--- src/sv/slcfr_pkg.sv ---
`timescale 1ns / 1ps
`default_nettype none

package slcfr_pkg;

  localparam int MAX_PAYLOAD = 32;
  localparam int BUF_DEPTH   = MAX_PAYLOAD + 1;
  localparam int BUF_AW      = (BUF_DEPTH > 1) ? $clog2(BUF_DEPTH) : 1;
  localparam int IDX_W       = 6;
  localparam int CFG_AW      = 4;

  localparam logic [7:0] CRC_POLY = 8'h07;
  localparam logic [7:0] CRC_MSB  = 8'h80;

  localparam logic [7:0] RST_START_BYTE    = 8'd2;
  localparam logic [31:0] RST_BYTE_TIMEOUT  = 32'd50;
  localparam logic [31:0] RST_FRAME_TIMEOUT = 32'd200;

  typedef enum logic [1:0] {
    PH_IDLE = 2'd0,
    PH_LEN  = 2'd1,
    PH_DATA = 2'd2,
    PH_CRC  = 2'd3
  } phase_t;

  typedef enum logic [1:0] {
    KIND_MSG     = 2'd0,
    KIND_BADLEN  = 2'd1,
    KIND_CRC     = 2'd2,
    KIND_TIMEOUT = 2'd3
  } kind_t;

  typedef enum logic [1:0] {
    CS_IDLE = 2'd0,
    CS_READ = 2'd1,
    CS_OUT  = 2'd2
  } ctl_state_t;

  typedef enum logic [1:0] {
    REG_START_BYTE    = 2'd0,
    REG_BYTE_TIMEOUT  = 2'd1,
    REG_FRAME_TIMEOUT = 2'd2
  } reg_idx_t;

  function automatic logic [7:0] crc8_step(input logic [7:0] crc, input logic [7:0] data);
    logic [7:0] c;
    c = crc ^ data;
    for (int k = 0; k < 8; k++) begin
      if ((c & CRC_MSB) != 8'd0) begin
        c = (c << 1) ^ CRC_POLY;
      end else begin
        c = c << 1;
      end
    end
    return c;
  endfunction

endpackage

`default_nettype wire

--- src/sv/slcfr_ram.sv ---
`timescale 1ns / 1ps
`default_nettype none

module slcfr_ram #(
  parameter int WIDTH = 8,
  parameter int DEPTH = 33,
  parameter int AW    = (DEPTH > 1) ? $clog2(DEPTH) : 1
) (
  input  logic             clk,
  input  logic             we,
  input  logic [AW-1:0]    waddr,
  input  logic [WIDTH-1:0] wdata,
  input  logic             re,
  input  logic [AW-1:0]    raddr,
  output logic [WIDTH-1:0] rdata
);

  logic [WIDTH-1:0] mem_r [DEPTH];
  logic [WIDTH-1:0] rdata_r;

  always_ff @(posedge clk) begin
    if (we) begin
      mem_r[waddr] <= wdata;
    end
    if (re) begin
      rdata_r <= mem_r[raddr];
    end
  end

  assign rdata = rdata_r;

endmodule

`default_nettype wire

--- src/sv/stx_len_crc8_frame_receiver_core.sv ---
// Frame receiver for START, LEN, CMD+payload, CRC-8 (poly 0x07, init 0) byte streams with
// inter-byte and whole-frame timeouts. An item that yields no result leaves in_ready high.
// A result that carries a buffer byte (message bytes, crc errors, timeouts after a data byte)
// passes through CS_READ and then CS_OUT, since the frame buffer RAM has a single registered
// read port: CS_READ waits for the buffer read and CS_OUT presents the result. A bad length
// or a timeout before any data byte needs no read and goes straight to CS_OUT. A delivered
// message of LEN bytes thus keeps in_ready low while each byte passes CS_READ and CS_OUT
// and while the sink stalls; the block handles one item at a time. No clearing pass is needed.
`timescale 1ns / 1ps
`default_nettype none

module stx_len_crc8_frame_receiver_core
  import slcfr_pkg::*;
(
  input  logic              clk,
  input  logic              rst_n,
  input  logic              in_valid,
  output logic              in_ready,
  input  logic              in_op,
  input  logic [7:0]        in_rx_byte,
  input  logic [31:0]       in_now_ms,
  output logic              out_valid,
  input  logic              out_ready,
  output logic [1:0]        out_kind,
  output logic [7:0]        out_out_byte,
  output logic [IDX_W-1:0]  out_byte_index,
  output logic [IDX_W-1:0]  out_payload_count,
  output logic              out_last,
  output logic [31:0]       out_start_time,
  output logic [31:0]       out_end_time,
  output logic [31:0]       out_broken_count,
  output logic [31:0]       out_timeout_count,
  output logic [31:0]       out_crc_fail_count,
  input  logic              psel,
  input  logic              penable,
  input  logic              pwrite,
  input  logic [CFG_AW-1:0] paddr,
  input  logic [31:0]       pwdata,
  output logic [31:0]       prdata,
  output logic              pready
);

  logic [7:0]  start_byte_r;
  logic [31:0] byte_to_r;
  logic [31:0] frame_to_r;

  phase_t           phase_r, phase_nxt;
  logic [IDX_W-1:0] flen_r, flen_nxt;
  logic [IDX_W-1:0] fill_r, fill_nxt;
  logic [7:0]       crc_r, crc_nxt;
  logic [31:0]      fst_r, fst_nxt;
  logic [31:0]      lbt_r, lbt_nxt;
  logic [31:0]      broken_r, broken_nxt;
  logic [31:0]      tmo_cnt_r, tmo_cnt_nxt;
  logic [31:0]      crcf_r, crcf_nxt;

  ctl_state_t cs_r, cs_nxt;

  kind_t            kind_r;
  logic [IDX_W-1:0] idx_r, idx_inc;
  logic [IDX_W-1:0] pc_r;
  logic [31:0]      st_r, et_r;
  logic             use_ram_r;

  logic             in_acc, out_acc, cfg_wr;
  logic             tmo;
  logic [31:0]      dt_byte, dt_frame;
  phase_t           eff_phase;
  logic             res_any, res_rd;
  kind_t            res_kind;
  logic [IDX_W-1:0] res_pc;
  logic [31:0]      res_et;
  logic             more;

  logic              ram_we, ram_re;
  logic [BUF_AW-1:0] ram_raddr;
  logic [7:0]        ram_rdata;

  assign pready  = 1'b1;
  assign in_acc  = in_valid && in_ready;
  assign out_acc = out_valid && out_ready;
  assign cfg_wr  = psel && penable && pwrite && pready;

  // config registers
  always_ff @(posedge clk) begin
    if (!rst_n) begin
      start_byte_r <= RST_START_BYTE;
      byte_to_r    <= RST_BYTE_TIMEOUT;
      frame_to_r   <= RST_FRAME_TIMEOUT;
    end else if (cfg_wr) begin
      unique case (reg_idx_t'(paddr[3:2]))
        REG_START_BYTE:    start_byte_r <= pwdata[7:0];
        REG_BYTE_TIMEOUT:  byte_to_r    <= pwdata;
        REG_FRAME_TIMEOUT: frame_to_r   <= pwdata;
        default: ;
      endcase
    end
  end

  always_comb begin
    unique case (reg_idx_t'(paddr[3:2]))
      REG_START_BYTE:    prdata = {24'd0, start_byte_r};
      REG_BYTE_TIMEOUT:  prdata = byte_to_r;
      REG_FRAME_TIMEOUT: prdata = frame_to_r;
      default:           prdata = 32'd0;
    endcase
  end

  assign dt_byte  = in_now_ms - lbt_r;
  assign dt_frame = in_now_ms - fst_r;
  assign tmo      = (phase_r != PH_IDLE) && ((dt_byte > byte_to_r) || (dt_frame > frame_to_r));

  // parser update for one accepted item
  always_comb begin
    phase_nxt   = phase_r;
    flen_nxt    = flen_r;
    fill_nxt    = fill_r;
    crc_nxt     = crc_r;
    fst_nxt     = fst_r;
    lbt_nxt     = lbt_r;
    broken_nxt  = broken_r;
    tmo_cnt_nxt = tmo_cnt_r;
    crcf_nxt    = crcf_r;
    eff_phase   = phase_r;
    res_any     = 1'b0;
    res_rd      = 1'b0;
    res_kind    = KIND_TIMEOUT;
    res_pc      = '0;
    res_et      = '0;
    ram_we      = 1'b0;
    if (in_acc) begin
      if (tmo) begin
        broken_nxt  = broken_r + 32'd1;
        tmo_cnt_nxt = tmo_cnt_r + 32'd1;
        res_any     = 1'b1;
        res_kind    = KIND_TIMEOUT;
        res_rd      = (fill_r != '0);
        eff_phase   = PH_IDLE;
        phase_nxt   = PH_IDLE;
        flen_nxt    = '0;
        fill_nxt    = '0;
        crc_nxt     = '0;
        fst_nxt     = '0;
        lbt_nxt     = '0;
      end
      if (in_op) begin
        unique case (eff_phase)
          PH_IDLE: begin
            if (in_rx_byte == start_byte_r) begin
              phase_nxt = PH_LEN;
              fst_nxt   = in_now_ms;
              lbt_nxt   = in_now_ms;
              crc_nxt   = '0;
            end
          end
          PH_LEN: begin
            if ((in_rx_byte == 8'd0) || (in_rx_byte > 8'(BUF_DEPTH))) begin
              broken_nxt = broken_r + 32'd1;
              res_any    = 1'b1;
              res_kind   = KIND_BADLEN;
              phase_nxt  = PH_IDLE;
              flen_nxt   = '0;
              fill_nxt   = '0;
              crc_nxt    = '0;
              fst_nxt    = '0;
              lbt_nxt    = '0;
            end else begin
              lbt_nxt   = in_now_ms;
              flen_nxt  = in_rx_byte[IDX_W-1:0];
              crc_nxt   = crc8_step(crc_r, in_rx_byte);
              fill_nxt  = '0;
              phase_nxt = PH_DATA;
            end
          end
          PH_DATA: begin
            lbt_nxt  = in_now_ms;
            ram_we   = 1'b1;
            fill_nxt = fill_r + IDX_W'(1);
            crc_nxt  = crc8_step(crc_r, in_rx_byte);
            if (fill_nxt >= flen_r) begin
              phase_nxt = PH_CRC;
            end
          end
          PH_CRC: begin
            res_any = 1'b1;
            res_rd  = 1'b1;
            res_et  = in_now_ms;
            if (in_rx_byte != crc_r) begin
              crcf_nxt = crcf_r + 32'd1;
              res_kind = KIND_CRC;
            end else begin
              res_kind = KIND_MSG;
              res_pc   = flen_r - IDX_W'(1);
            end
            phase_nxt = PH_IDLE;
            flen_nxt  = '0;
            fill_nxt  = '0;
            crc_nxt   = '0;
            fst_nxt   = '0;
            lbt_nxt   = '0;
          end
          default: ;
        endcase
      end
    end
  end

  assign idx_inc = idx_r + IDX_W'(1);
  assign more    = (kind_r == KIND_MSG) && (idx_r != pc_r);

  // control next state
  always_comb begin
    cs_nxt = cs_r;
    unique case (cs_r)
      CS_IDLE: begin
        if (in_acc && res_any) begin
          cs_nxt = res_rd ? CS_READ : CS_OUT;
        end
      end
      CS_READ: cs_nxt = CS_OUT;
      CS_OUT: begin
        if (out_ready) begin
          cs_nxt = more ? CS_READ : CS_IDLE;
        end
      end
      default: cs_nxt = CS_IDLE;
    endcase
  end

  // control outputs
  always_comb begin
    in_ready  = 1'b0;
    out_valid = 1'b0;
    ram_re    = 1'b0;
    ram_raddr = '0;
    unique case (cs_r)
      CS_IDLE: begin
        in_ready = 1'b1;
        ram_re   = in_acc && res_rd;
      end
      CS_READ: ;
      CS_OUT: begin
        out_valid = 1'b1;
        ram_re    = out_ready && more;
        ram_raddr = idx_inc[BUF_AW-1:0];
      end
      default: ;
    endcase
  end

  always_ff @(posedge clk) begin
    if (!rst_n) begin
      cs_r      <= CS_IDLE;
      phase_r   <= PH_IDLE;
      flen_r    <= '0;
      fill_r    <= '0;
      crc_r     <= '0;
      fst_r     <= '0;
      lbt_r     <= '0;
      broken_r  <= '0;
      tmo_cnt_r <= '0;
      crcf_r    <= '0;
    end else begin
      cs_r      <= cs_nxt;
      phase_r   <= phase_nxt;
      flen_r    <= flen_nxt;
      fill_r    <= fill_nxt;
      crc_r     <= crc_nxt;
      fst_r     <= fst_nxt;
      lbt_r     <= lbt_nxt;
      broken_r  <= broken_nxt;
      tmo_cnt_r <= tmo_cnt_nxt;
      crcf_r    <= crcf_nxt;
    end
  end

  // result register
  always_ff @(posedge clk) begin
    if (in_acc && res_any) begin
      kind_r    <= res_kind;
      idx_r     <= '0;
      pc_r      <= res_pc;
      st_r      <= fst_r;
      et_r      <= res_et;
      use_ram_r <= res_rd;
    end else if (out_acc && more) begin
      idx_r <= idx_inc;
    end
  end

  slcfr_ram #(
    .WIDTH (8),
    .DEPTH (BUF_DEPTH),
    .AW    (BUF_AW)
  ) u_buf (
    .clk   (clk),
    .we    (ram_we),
    .waddr (fill_r[BUF_AW-1:0]),
    .wdata (in_rx_byte),
    .re    (ram_re),
    .raddr (ram_raddr),
    .rdata (ram_rdata)
  );

  assign out_kind           = kind_r;
  assign out_out_byte       = use_ram_r ? ram_rdata : 8'd0;
  assign out_byte_index     = idx_r;
  assign out_payload_count  = pc_r;
  assign out_last           = !more;
  assign out_start_time     = st_r;
  assign out_end_time       = et_r;
  assign out_broken_count   = broken_r;
  assign out_timeout_count  = tmo_cnt_r;
  assign out_crc_fail_count = crcf_r;

  a_no_overlap: assert property (@(posedge clk) disable iff (!rst_n)
    out_valid |-> !in_ready)
    else $error("input taken while a result is pending");

  a_idx_bound: assert property (@(posedge clk) disable iff (!rst_n)
    (out_valid && out_kind == KIND_MSG) |-> (out_byte_index <= out_payload_count))
    else $error("message index beyond payload count");

  a_err_last: assert property (@(posedge clk) disable iff (!rst_n)
    (out_valid && out_kind != KIND_MSG) |-> (out_last && out_byte_index == '0))
    else $error("error result not alone");

  a_back_ready: assert property (@(posedge clk) disable iff (!rst_n)
    (out_valid && out_ready && out_last) |=> in_ready)
    else $error("not ready after final result");

  a_fill_bound: assert property (@(posedge clk) disable iff (!rst_n)
    (phase_r == PH_DATA) |-> (fill_r < flen_r))
    else $error("fill index passed frame length");

endmodule

`default_nettype wire
--- config.mk ---
export PLATFORM = sky130hd
export DESIGN_NAME = stx_len_crc8_frame_receiver_core
export DESIGN_NICKNAME = d
export VERILOG_FILES = /design/src/sv/slcfr_pkg.sv /design/src/sv/slcfr_ram.sv /design/src/sv/stx_len_crc8_frame_receiver_core.sv
export SDC_FILE = /design/constraint.sdc
export NUM_CORES = 1
export LEC_CHECK = 0
export BUFFER_PORTS_ARGS = -buffer_cell sky130_fd_sc_hd__buf_4
export CAP_MARGIN = 30
export CORE_MARGIN = 4
export CORE_UTILIZATION = 34
export CTS_CLUSTER_DIAMETER = 150
export DETAILED_ROUTE_END_ITERATION = 10
export SYNTH_ARGS = -nofsm -noshare
export SYNTH_HDL_FRONTEND = slang
export SYNTH_SLANG_ARGS = --single-unit
--- constraint.sdc ---
create_clock -name clk -period 32.8 [get_ports clk]
set_input_delay 6.56 -clock clk [delete_from_list [all_inputs] [get_ports clk]]
set_output_delay 6.56 -clock clk [all_outputs]
set_load 0.005 [all_outputs]
# After elaboration in Yosys (flattened, before gate mapping)
# Memories as Yosys holds them, arrays and structs flattened. A register that Yosys moved wholly into a read port is not among the register bits.
# Index checks and enable logic that the tools add are counted.
# classes
n_addsub,8
order_cmp,4
n_eq_ne,12
n_mux,125
n_bitwise,19
n_reduce_logical,30
# ops
operator,count
8-bit two-way mux,54
32-bit two-way mux,12
32-bit case mux with 3 select lines,2
32-bit case mux with 4 select lines,1
32-bit by 1-bit adder with 32-bit output (second input constant),3
32-bit > comparator,2
32-bit subtractor,2
3-bit two-way mux,15
3-bit inverter,15
6-bit two-way mux,6
8-bit case mux with 4 select lines,1
6-bit case mux with 2 select lines,2
2-bit two-way mux,11
1-bit two-way mux,16
6-bit by 1-bit adder with 6-bit output (second input constant),2
2-bit AND reduction,6
1-bit logical AND,10
2-bit equality test (second input constant),4
8-bit equality test,1
8-bit by 6-bit > comparator with 1-bit output (second input constant),1
2-bit zero test,4
8-bit zero test,1
8-bit inequality test,1
2-bit case mux with 4 select lines,1
other kinds (18),25
# word_totals
ff_bits,335
mem_bits_rw,264
output_inout_bits,218
n_memories,1
# memory_table
name,depth,width,read_ports,rd_ports_with_merged_regs,write_ports,line,text
u_buf.mem_r,33,8,1,1,1,slcfr_ram.sv:18,logic [WIDTH-1:0] mem_r [DEPTH];

# Depth between registers and ports, before layout
# logic_depth
ltp_word,51
ltp_mapped,26
ltp_nobuf,25

# By module
# Synthesis repeated with hierarchy kept, for this count alone.
# hier_totals
hier_cells,2795
area_unflattened_um2,30015.0
# by_module_without_submodules
module,n_inst,cells_each,area_each_um2,seq_area_each_um2
stx_len_crc8_frame_receiver_core,1,2193,19175.9,7437.1
slcfr_ram,1,602,10839.1,8167.8

# Worst setup path after synthesis
# Ideal clock, no wire load.
# synth_path
kind,input-to-reg
start,input in_now_ms[0]
end,register cs_r[1]
setup_time_ns,0.059
arrival_ns,15.010
slack_ns,17.731
stages,25
cell_sequence,inv_1 -> ha_1 -> inv_1 -> fa_1 -> a21oi_1 -> o21ai_0 -> o22ai_1 -> o21a_1 -> o211ai_1 -> a41o_1 -> or3b_2 -> a31oi_1 -> o21bai_1 -> xor2_1 -> ha_1 -> a21o_1 -> a21o_1 -> a221oi_1 -> o211ai_1 -> o2bb2ai_2 -> o211a_1 -> mux2i_1 -> nor2_1 -> o32ai_1 -> and2_1
# synth_via
elab_chain_len,13
word_cells_on_any_way,25
# synth_rtl
item,line,text
start: declaration,stx_len_crc8_frame_receiver_core.sv:21,"input logic [31:0] in_now_ms,"
"32-bit subtractor, on equally long branches","stx_len_crc8_frame_receiver_core.sv:109, stx_len_crc8_frame_receiver_core.sv:110",
32-bit > comparator,stx_len_crc8_frame_receiver_core.sv:111,assign tmo = (phase_r != PH_IDLE) && ((dt_byte > byte_to_r) || (dt_frame > frame_to_r));
1-bit logical OR (*),stx_len_crc8_frame_receiver_core.sv:111,
1-bit logical AND (*),stx_len_crc8_frame_receiver_core.sv:111,
2-bit two-way mux,stx_len_crc8_frame_receiver_core.sv:132,if (tmo) begin
2-bit two-way mux,stx_len_crc8_frame_receiver_core.sv:131,if (in_acc) begin
2-bit equality test or 2-bit by 1-bit equality test with 1-bit output (tied branches),stx_len_crc8_frame_receiver_core.sv:147,unique case (eff_phase)
1-bit two-way mux or 1-bit case mux with 2 select lines (tied branches),stx_len_crc8_frame_receiver_core.sv:147,
1-bit two-way mux,stx_len_crc8_frame_receiver_core.sv:146,if (in_op) begin
1-bit two-way mux,stx_len_crc8_frame_receiver_core.sv:131,
2-bit two-way mux or 1-bit logical AND (tied branches),"stx_len_crc8_frame_receiver_core.sv:217, stx_len_crc8_frame_receiver_core.sv:216",
2-bit two-way mux or 2-bit inequality test (tied branches),--,
2-bit case mux with 3 select lines or 2-bit AND reduction (tied branches),--,
end signal: assignment,stx_len_crc8_frame_receiver_core.sv:264,cs_r <= cs_nxt;
end: declaration,stx_len_crc8_frame_receiver_core.sv:57,"ctl_state_t cs_r, cs_nxt;"
# Every way passes the cells marked *; elsewhere a longest branch is shown, timed or not. The select of a mux whose other input is x is not followed.
# A chain may end at the register's enable or synchronous reset.

# Final worst setup path
# layout_path
start,input paddr[3]
end,output prdata[3]
# layout_via
elab_chain_len,2
word_cells_on_any_way,4
# layout_rtl
item,line,text
start: declaration,stx_len_crc8_frame_receiver_core.sv:37,"input logic [CFG_AW-1:0] paddr,"
2-bit equality test (tied with other cells),stx_len_crc8_frame_receiver_core.sv:101,unique case (reg_idx_t'(paddr[3:2]))
32-bit case mux with 3 select lines (*),stx_len_crc8_frame_receiver_core.sv:101,
end: declaration,stx_len_crc8_frame_receiver_core.sv:39,"output logic [31:0] prdata,"
# Every way passes the cells marked *; elsewhere a longest branch is shown, timed or not.

==> impl_metrics.py <==
metrics = {
    "drt": {
        "avgRoutedWirePerCell_um": 19.8,
        "drt-initial-drc-count": 1630,
        "vias": 22300,
        "ant_nets": 0,
        "drc": 0,
        "dr.pass1.iters": 5,
        "viasPerCell": 5.12,
        "wirelength_um": 86300,
    },
    "placed_design": {
        "place_hpwl_um": 60000,
        "gp_congestion": 0.855,
        "pre_cts_ws_ns": 18.21,
        "dp.cells": 4221,
        "io_buffers": 298,
    },
    "synth": {
        "synthTopCellsByCount": "edfxtp_1, nand2_1, dfxtp_1, inv_1, ha_1",
        "yosys.area_share.adder": 0.0609,
        "synth_ff_type": "edfxtp_1",
        "synth_top_area_frac": 0.347,
        "yosys.area.top_type": "edfxtp_1",
        "synthCells": 2859,
        "yosysMostFrequentCell": "edfxtp_1",
        "synth_edf_count": 345,
        "synth_seq_cells": 607,
        "synth_top_family_by_area": "compound AO/OA/AOI/OAI gates",
        "synthTopCellsByArea": "edfxtp_1, dfxtp_1, ha_1",
        "yosysWarningCount": 0,
        "yosys.area_share.simple": 0.150,
        "muxShareOfSynthArea": 0.0188,
        "avgSynthCellArea_um2": 10.4,
        "synth-compound-area-share": 0.155,
        "synth_fp_nets": 3087,
        "post_synth_instance_area_um2": 29800,
        "synth-xor-area-share": 0.0526,
        "async_flop_share": 0,
        "ys_types": 77,
        "seq_area_frac_synth": 0.523,
    },
    "floorplanning": {
        "num_rows": 108,
        "top_level_ports": 302,
        "coreArea_um2": 86900,
        "die_h_um": 304,
        "dieArea_um2": 92500,
        "start_util": 0.343,
        "die_width_um": 304,
    },
    "global_routing": {
        "grtUsageTotal": 0.181,
        "grt_start_max_net_pins": 96,
        "grt_pass1_wl_um": 132000,
        "grt_pass1_vias": 21700,
        "antenna_found_initial": 7,
        "grt_remaining_overflow": 0,
    },
    "setup_path": {
        "crit_end": "prdata[3]",
        "cp_common_cell": "buf_4",
        "cp_max_fo": 30,
        "rr_startpoint": "fst_r[0]",
        "worstPathRequired_ns": 26.24,
        "crit_chain": "buf_4, nor2b_2, buf_4, nand2_1, o21ai_0, buf_4",
        "worstReg2RegEnd": "u_buf.rdata[5]",
        "crit_path_max_incr_delay_ns": 0.44,
        "critPathTopFamily": "buffers and inverters",
        "crit_path_end_kind": "output port",
        "path_depth": 6,
        "cp-startpoint": "paddr[3]",
        "r2r_cells": 23,
        "slowest_stage": "buf_4",
        "r2r_setup_slack_ns": 24.89,
        "start_kind": "input pin",
        "critPathKind": "in -> out",
        "arrival_ns": 8.09,
        "critical_path_buf_inv_count": 3,
    },
    "finish": {
        "drive_gt1_frac": 0.157,
        "final_nets": 3366,
        "syn_to_final_growth_pct": 19.9,
        "stdcell_count": 4351,
        "final_util": 0.412,
    },
    "power": {
        "leakage_nw": 13.4,
        "power.density_nw_per_um2": 49.7,
        "peakVddDrop_v": 0.0000339,
    },
    "clock_network": {
        "clk_latency_ns": 0.63,
        "clkTransAtPathRegs_ns": 0.05,
        "clock_sinks": 607,
        "cts_buffer_depth": 3,
        "post_cts_buffers": 0,
        "hold_buffers": 0,
        "ctsResizeCount": 0,
        "cts_buffers": 69,
        "cts_tree": "done",
        "htreeDepth": 3,
        "clock-root-buffer": "clkbuf_16",
    },
    "timing": {
        "rsz0062_at_grt": "no",
        "tightest_slew_ns": 0.986,
        "slew-limit-headroom": 0.335,
        "fin_crit_sh": 0.447,
        "slew_violations": 0,
        "finalSetupViolCount": 0,
        "skew_ns": 0.0482,
        "fmax_mhz": 68.2,
        "setup_slack_ns": 18.15,
        "tns_ns": 0,
        "period_minus_slack_ns": 14.65,
        "final-hold-violation-count": 0,
        "hold_slack_ns": 0.457,
    },
    "worst_hold_path": {
        "worstHoldPathType": "reg -> reg",
    },
    "run": {
        "maxCapViolations": 0,
    },
    "run_status": {
        "run_status": "complete, no violations",
    },
}
[where the power goes]
part | switching (mW) | total [mW] | internal, mW
logic | 0.104 | 0.167 | 0.0627
registers | 0.00278 | 0.810 | 0.807
clock network | 0.337 | 0.801 | 0.464
total | 0.443 | 1.78 | 1.33
[cells in the final DEF, fill, tap and decap left out, types with 10 or more instances in the layout]
| cell | instances |
|---|---|
| ha_1 | 142 |
| nor2_1 | 137 |
| a21o_1 | 31 |
| a21boi_0 | 76 |
| dfxtp_1 | 261 |
| and2_1 | 116 |
| nor2b_1 | 59 |
| o211ai_1 | 16 |
| o21a_1 | 18 |
| o221ai_1 | 16 |
| buf_4 | 330 |
| o21ai_0 | 104 |
| a311oi_1 | 33 |
| and4_1 | 10 |
| nand2b_1 | 15 |
| o221a_2 | 10 |
| inv_1 | 180 |
| nor3_1 | 39 |
| and3_1 | 35 |
| a211oi_1 | 47 |
| nand2_1 | 342 |
| a21oi_1 | 126 |
| edfxtp_1 | 345 |
| nand4_1 | 24 |
| nand3_1 | 66 |
| xnor2_1 | 119 |
| mux2_2 | 16 |
| clkbuf_16 | 71 |
| a221oi_1 | 10 |
| clkinv_2 | 13 |
| clkbuf_1 | 12 |
| xor2_1 | 59 |
| or3_1 | 27 |
| mux2i_1 | 37 |
| a22o_1 | 90 |
| clkinv_1 | 10 |
[state kept, by name, indices dropped and copies added (netlist names)]
signal              flops
out_byte_index          6
flen_r                  6
phase_r                 2
start_byte_r            8
lbt_r                  32
out_timeout_count      32
byte_to_r              32
out_kind                2
use_ram_r               1
crc_r                   8
out_broken_count       32
u_buf.rdata             8
cs_r                    2
out_start_time         32
fill_r                  6
fst_r                  32
out_payload_count       6
out_end_time           32
u_buf.mem_r           264
frame_to_r             32
out_crc_fail_count     32
[cells by family (layout without fill, tap and decap cells)]
kind of cell	after synthesis	after routing
AOI/OAI and AO/OA	653	653
other	1	2
DFF	607	607
xor gates and xnor gates	179	179
and+or+nand+nor	912	912
adders and majority gates	144	144
muxes	54	54
buffers and inverters	309	645
[through the flow]
stage,instance area (um2),power [mW]
5_1_grt,35800,1.85
3_5_place_dp,33400,0.994
2_1_floorplan,29800,0.928
4_1_cts,35800,1.80
6_report,35800,1.78
3_3_place_gp,33300,0.991
[routing by layer]
layer / wire [um] / up-vias / global-route usage / share of wire
li1: - / 10800 / - / -
met1: 38700 / 10700 / 0.242 / 0.45
met2: 40000 / 584 / 0.296 / 0.46
met3: 5830 / 113 / 0.0449 / 0.068
met4: 1690 / 10 / 0.0417 / 0.020
met5: 63 / - / 0 / 0.00073
[worst min-delay path by stage]
stage / start / end / slack [ns] / cells past startpoint
4_1_cts: fst_r[18] / out_start_time[18] / 0.46 / 0
5_1_grt: fst_r[16] / out_start_time[16] / 0.48 / 0
6_report: fst_r[18] / out_start_time[18] / 0.46 / 0
3_5_place_dp: fst_r[16] / out_start_time[16] / 0.44 / 0
2_1_floorplan: fst_r[1] / out_start_time[1] / 0.43 / 0
3_3_place_gp: fst_r[19] / out_start_time[19] / 0.44 / 0
[layout make-up]
class                   instances  area [um2]
inverters                     182         683
fillers                      8451       51100
clock buffers                  92        1950
flip-flops and latches        607       15600
multi-input cells            1943       13100
well taps                    1155        1450
repair buffers                335        2550
diodes                          1        2.50
clock inverters                36         422
Note: power is estimated with default switching activity, not from simulation.
